==> src/design/pua_pkg.sv <==
`default_nettype none
package pua_pkg;

	localparam int SLOTS = 8;
	localparam int USERS = 256;

	localparam int USER_W  = (USERS > 1) ? $clog2(USERS) : 1;
	localparam int SLOT_W  = (SLOTS > 1) ? $clog2(SLOTS) : 1;
	localparam int FILL_W  = $clog2(SLOTS + 1);
	localparam int ADDR_W  = $clog2(USERS * SLOTS);
	localparam int NICE_W  = 8;
	localparam int TAG_W   = 16;
	localparam int ENTRY_W = NICE_W + TAG_W;
	localparam int LIMIT_W = 4;
	localparam int FREE_W  = 4;
	localparam int UID_W   = 8;
	localparam int UID_N   = 1 << UID_W;

	localparam logic [FILL_W-1:0]  SLOTS_F     = FILL_W'(SLOTS);
	localparam logic [LIMIT_W-1:0] LIMIT_RESET = 4'd8;

	localparam logic [1:0] ACT_INSERT = 2'd0;
	localparam logic [1:0] ACT_TRY    = 2'd1;
	localparam logic [1:0] ACT_RESET  = 2'd2;

	localparam logic [1:0] KIND_USER = 2'd0;
	localparam logic [1:0] KIND_HIGH = 2'd1;

	localparam logic [1:0] STAT_DISPATCH = 2'd0;
	localparam logic [1:0] STAT_QUEUED   = 2'd1;
	localparam logic [1:0] STAT_REJECT   = 2'd2;
	localparam logic [1:0] STAT_CLEARED  = 2'd3;

	typedef enum logic [2:0] {
		S_CLEAR,
		S_IDLE,
		S_FILL,
		S_DECIDE,
		S_SCAN,
		S_EVICT,
		S_DONE
	} pua_state_t;

	typedef struct packed {
		logic [1:0]        action;
		logic [UID_W-1:0]  user_id;
		logic [TAG_W-1:0]  request_id;
		logic [1:0]        request_kind;
		logic [NICE_W-1:0] priority_nice;
	} pua_item_t;

	typedef struct packed {
		logic clr_en;
		logic latch;
		logic fill_cap;
		logic decide;
		logic scan_en;
		logic evict;
		logic load_out;
	} pua_cmd_t;

	typedef struct packed {
		logic clr_done;
		logic need_scan;
		logic scan_done;
		logic out_free;
	} pua_sts_t;

	typedef logic [USER_W-1:0] user_lut_t [UID_N];

	function automatic user_lut_t build_user_lut();
		user_lut_t lut;
		for (int i = 0; i < UID_N; i++) begin
			lut[i] = USER_W'(i % USERS);
		end
		return lut;
	endfunction

	localparam user_lut_t USER_LUT = build_user_lut();

endpackage
`default_nettype wire

==> src/design/pua_ctrl.sv <==
`default_nettype none
module pua_ctrl (
	input  logic              clk,
	input  logic              arst_n,
	input  logic              req_valid,
	output logic              req_ready,
	input  pua_pkg::pua_sts_t sts,
	output pua_pkg::pua_cmd_t cmd
);
	import pua_pkg::*;

	pua_state_t state_q;
	pua_state_t state_d;

	always_ff @(posedge clk or negedge arst_n) begin
		if (!arst_n) begin
			state_q <= S_CLEAR;
		end else begin
			state_q <= state_d;
		end
	end

	always_comb begin
		state_d = state_q;
		case (state_q)
			S_CLEAR: begin
				if (sts.clr_done) state_d = S_IDLE;
			end
			S_IDLE: begin
				if (req_valid) state_d = S_FILL;
			end
			S_FILL:   state_d = S_DECIDE;
			S_DECIDE: state_d = sts.need_scan ? S_SCAN : S_DONE;
			S_SCAN: begin
				if (sts.scan_done) state_d = S_EVICT;
			end
			S_EVICT:  state_d = S_DONE;
			S_DONE: begin
				if (sts.out_free) state_d = S_IDLE;
			end
			default:  state_d = S_IDLE;
		endcase
	end

	always_comb begin
		cmd       = '0;
		req_ready = 1'b0;
		case (state_q)
			S_CLEAR:  cmd.clr_en = 1'b1;
			S_IDLE: begin
				req_ready = 1'b1;
				cmd.latch = req_valid;
			end
			S_FILL:   cmd.fill_cap = 1'b1;
			S_DECIDE: cmd.decide = 1'b1;
			S_SCAN:   cmd.scan_en = 1'b1;
			S_EVICT:  cmd.evict = 1'b1;
			S_DONE:   cmd.load_out = sts.out_free;
			default:  cmd = '0;
		endcase
	end
endmodule
`default_nettype wire

==> config.mk <==
export PLATFORM = sky130hd
export DESIGN_NAME = pua_ctrl
export DESIGN_NICKNAME = d
export VERILOG_FILES = /design/src/design/pua_pkg.sv /design/src/design/pua_ctrl.sv
export SDC_FILE = /design/constraint.sdc
export NUM_CORES = 1
export LEC_CHECK = 0
export ABC_AREA = 0
export BUFFER_PORTS_ARGS = -buffer_cell sky130_fd_sc_hd__buf_2
export CORE_AREA = 10 10 47 49
export DETAILED_ROUTE_END_ITERATION = 12
export DIE_AREA = 0 0 57 59
export MAX_ROUTING_LAYER = met4
export SYNTH_ARGS = -nofsm -noshare
export SYNTH_HDL_FRONTEND = slang
export SYNTH_SLANG_ARGS = --single-unit
==> constraint.sdc <==
create_clock -name clk -period 3.9 [get_ports clk]
set_clock_uncertainty 0.15 [all_clocks]
set_input_delay 1.17 -clock clk [delete_from_list [all_inputs] [get_ports clk]]
set_output_delay 1.17 -clock clk [all_outputs]
set_load 0.02 [all_outputs]
Word-level counts from Yosys, hierarchy flattened
Cells that the tools add are included.
Cells by class
  multipliers: 0
  equal/unequal tests: 10
  bitwise operators: 0
  shifts and indexed selects: 0
  reductions and logical operators: 2
  divide/modulo/power cells: 0
  muxes and demuxes: 14
  add/subtract/negate cells: 0
  order comparisons: 0
Operator list (count)
  3-bit one-hot mux with 7 select lines: 1
  3-bit 2-to-1 mux: 4
  3-bit equality test (second input constant): 3
  1-bit 2-to-1 mux: 8
  2-bit inequality test (second input constant): 4
  3-bit by 2-bit equality test with 1-bit output (second input constant): 2
  4-bit AND reduction: 1
  3-bit by 1-bit equality test with 1-bit output (second input constant): 1
  3-bit logical NOT: 1
  2-bit 2-to-1 mux: 1
Word-level totals
  memories: 0
  bits of input ports: 7
  output and inout port bits: 8
  memory bits (read-only): 0
  word-level logic and storage cells: 27
  register bits: 3
  latch bits: 0
  memory bits (writable): 0

Depth between registers and ports, before layout
  depth in word-level cells: 3
  depth in mapped cells: 4

Worst setup path after synthesis
No wires, ideal clock.
  path kind: input port to output port
  from: in sts[0] in the netlist's numbering
  to: out cmd[0] in the netlist's numbering
  data required time: 2.580 ns
  slack: 1.084 ns
  cell stages on the path: 2
  buffers on the path: 0
  arrival: 1.496 ns
  cell sequence: nand2_1 nor2_1
RTL lines
  from (decl): line pua_ctrl.sv:7  | input pua_pkg::pua_sts_t sts,
  to (decl): line pua_ctrl.sv:8  | output pua_pkg::pua_cmd_t cmd

==> qor_table.md <==
| Stage | Result | Value |
|---|---|---|
| grt | Largest net degree at the start of global routing | 11 |
| critical path | Classification of the worst setup path | in2out |
| critical path | Largest fanout of any net on the critical path | 4 |
| floorplanning | Area enclosed by the die boundary | 3363 µm² |
| power | Leakage power figure | 0.1748 nW |
| finish | Biggest regs | state_q: 3 flops |
| timing | Relative max-transition margin | 80.42% |
| synth | Number of warning messages in the yosys log | 0 |
| floorplanning | Horizontal die dimension | 57 µm |
| timing | Count of final hold-check violations | 0 |
| critical path | Cells along the critical path | buf_2 -> nand2_1 -> nor2_1 -> buf_2 |
| critical path | Worst Setup Start Kind | input port |
| timing | WHS | 495.0 ps |
| power | P per Cell Area | 898.3 nW/µm² |
| drt | Number of vias after detailed routing | 247 |
| synth | Sequential-to-total area share from yosys stat | 34.48% |
| clock tree | Number of buffers inserted by post-CTS setup repair | 0 |
| critical path | Data required time of the worst path | 2580 ps |
| clock tree | Clock Sinks | 3 |
| clock tree | Maximum number of buffers from clock root to sink | 2 |
| timing | Final setup fails | 0 |
| clock tree | Number of buffers created by CTS | 3 |
| critical path | Buf+Inv Stages, Crit Path | 2 |
| finish | Fraction of final layout cells sized beyond drive strength 1 | 45.45% |
| critical path | Slowest stage delay, CP | 160 ps |
| placement | Placed inst area | 296.5 µm² |
| placement | Total placed cells including tap cells | 56 |
| timing | Final slew viol count | 0 |
| synth | Avg Synthesized Cell Area | 8.063 µm² |
| clock tree | CTS tree | built |
| power | Worst vdd rail ir drop | 0.3161 mV |
| drt | Average vias per placed instance | 4.117 |
| floorplanning | Row cnt | 14 |
| critical path | Critical path capture point type | primary output |
| clock tree | Clock latency at the later pin of the worst-skew pair | 240 ps |
| grt | Total gr overflow | 0 |
| drt | Number of DRC violations after detailed routing | 0 |
| grt | Wire length of the first global-routing pass | 1.110 mm |
| grt | Tot GR Track Use | 4.622% |
| floorplanning | Die height | 59 µm |
| clock tree | Clock slew at reported path FFs | 40 ps |
| placement | Sum of net half-perimeters after detailed placement | 531.4 µm |
| critical path | Worst path most repeated cell | sky130_fd_sc_hd__buf_2 |
| grt | Number of antenna violations at the first check in global routing | 0 |
| floorplanning | Placeable Area | 1401 µm² |
| synth | Number of distinct library cells after synthesis | 15 |
| finish | Register containing the most flip-flops in the final layout | state_q |
| finish | Filler-free cell count of the finished design | 60 |
| drt | Routed Antenna Nets | 0 |
| timing | Final cycle utilization of the critical path | 74.15% |
| clock tree | Post-CTS sizing | 0 |
| finish | Area growth from synthesis to layout | 48.28% |
| job | Maximum Capacitance Violations | 0 |
| clock tree | Count of hold-fix buffers inserted at cts | 0 |
| synth | Number of synthesized register bits | 3 |
| hold path | Min-delay worst type | reg2reg |
| drt | Drt initial violations | 3 |
| placement | Input/output buffers | 14 |
| drt | First-pass iteration count of the detailed router | 3 |
| clock tree | H-tree level count | 1 |
| synth | Synthesized instance count | 27 |
| timing | Fmax | 345.8 MHz |
| status | Outcome | complete, no violations |
| finish | ANT cells | 0 |
| finish | Finished layout cell area | 322.8 µm² |
| drt | Routed len/inst | 11.20 µm |
| timing | Post-layout minimum cycle time | 2892 ps |
| timing | Transition time at the pin with the least slew margin | 293.7 ps |
| critical path | Worst Path Arrival | 1570 ps |
| finish | Max FFs per register | 3 |
| critical path | Slowest CP cell | sky130_fd_sc_hd__buf_2 |
| synth | Number of nets produced by synthesis | 34 |
| finish | Layout Nets | 52 |
| placement | Pre-CTS worst setup slack | 1001 ps |
| grt | Via count of the first global-routing pass | 266 |
| clock tree | Root buffer selected by CTS | sky130_fd_sc_hd__clkbuf_4 |
| synth | Synthesized area | 217.7 µm² |
| drt | Aggregate routed wire length | 672 µm |
| floorplanning | Top-Level Pins | 15 |
| timing | Worst setup margin | 1008 ps |
| critical path | Category of cells accounting for the largest share of critical-path delay | buffers and inverters |
| timing | Setup TNS Final | 0 ps |
| floorplanning | Starting density of the core | 15.54% |
| timing | Setup repair after global routing missed its margin | false |
| placement | Placer congestion estimate | 0.8035 |
[Yosys cell counts, drive strengths merged]
cell	n	share of area, %
and3	1	2.9
dfrtp	3	34
nand3	1	2.3
and2	1	2.9
a21o	1	3.4
nand2b	2	5.7
inv	1	1.7
nor3	2	4.6
mux2	1	6.9
nand2	2	3.4
o211ai	1	5.7
o21ai	6	14
buf	1	5.2
nor2	4	6.9
[kinds of logic after synthesis]
kind of cell    share of synthesized area (%)
simple gates                            28.74
flops                                   34.48
compound gates                          22.98
buf+inv                                 6.895
mux                                     6.895
[metal layers]
layer	GRT usage, %	wire length, µm	vias up
met5	-	0	-
met4	6.040	27	0
met3	2.146	27	2
met2	4.651	237	15
met1	5.470	379	100
li1	-	-	130
[worst register-to-register path: stages (launching register included)]
cell                       delay (ps)
sky130_fd_sc_hd__dfrtp_1          500
sky130_fd_sc_hd__mux2_4           340
sky130_fd_sc_hd__o211ai_2         120
sky130_fd_sc_hd__o21ai_1           70
[where the power goes]
| part | switching, mW | internal [mW] |
|---|---|---|
| combinational | 0.0905 | 0.0617 |
| sequential | 0.0352 | 0.0470 |
| clock | 0.0171 | 0.0384 |
| total | 0.143 | 0.147 |
[cell type report]
type,count,area [µm²]
Timing Repair Buffer,14,70.07
Tap cell,16,20.02
Sequential cell,3,75.07
Multi-Input combinational cell,22,127.6
Inverter,1,3.754
Fill cell,166,1079
Clock buffer,4,26.28
[path summary, 6_finish.rpt]
| kind | from | to | slack (ps) | depth (start not counted) |
|---|---|---|---|---|
| hold / removal | state_q[1]$_DFFE_PN0P_ | state_q[1]$_DFFE_PN0P_ | 490 | 1 |
| max in group asynchronous | arst_n | state_q[0]$_DFFE_PN0P_ | 2920 | 1 |
| setup reg to reg | state_q[2]$_DFFE_PN0P_ | state_q[0]$_DFFE_PN0P_ | 2600 | 3 |
| hold reg to reg | state_q[1]$_DFFE_PN0P_ | state_q[1]$_DFFE_PN0P_ | 490 | 1 |
| setup / recovery | sts[0] | cmd[0] | 1010 | 4 |
| min in group asynchronous | arst_n | state_q[1]$_DFFE_PN0P_ | 570 | 1 |
[cell usage in the layout (no fill, tap or decap)]
| cell type | n |
|---|---|
| sky130_fd_sc_hd__clkbuf_1 | 1 |
| sky130_fd_sc_hd__inv_2 | 1 |
| sky130_fd_sc_hd__nand2b_1 | 2 |
| sky130_fd_sc_hd__and3_1 | 1 |
| sky130_fd_sc_hd__dfrtp_1 | 3 |
| sky130_fd_sc_hd__nand2_1 | 2 |
| sky130_fd_sc_hd__clkbuf_4 | 3 |
| sky130_fd_sc_hd__nand3_1 | 1 |
| sky130_fd_sc_hd__o211ai_2 | 1 |
| sky130_fd_sc_hd__o21ai_0 | 3 |
| sky130_fd_sc_hd__o21ai_1 | 3 |
| sky130_fd_sc_hd__buf_2 | 14 |
| sky130_fd_sc_hd__nor2_1 | 4 |
| sky130_fd_sc_hd__a21o_1 | 1 |
| sky130_fd_sc_hd__nor3_1 | 2 |
| sky130_fd_sc_hd__and2_1 | 1 |
| sky130_fd_sc_hd__mux2_4 | 1 |
[metrics by stage]
| step | total power, mW | util [%] |
|---|---|---|
| after floorplan | 0.1953 | - |
| after global placement | 0.2363 | 21.16 |
| after detailed placement | 0.2368 | 21.16 |
| after CTS | 0.2956 | 23.04 |
| after global routing | 0.3196 | 23.04 |
| final | 0.2900 | 23.04 |
No activity file was read; power rests on OpenSTA's default activity.
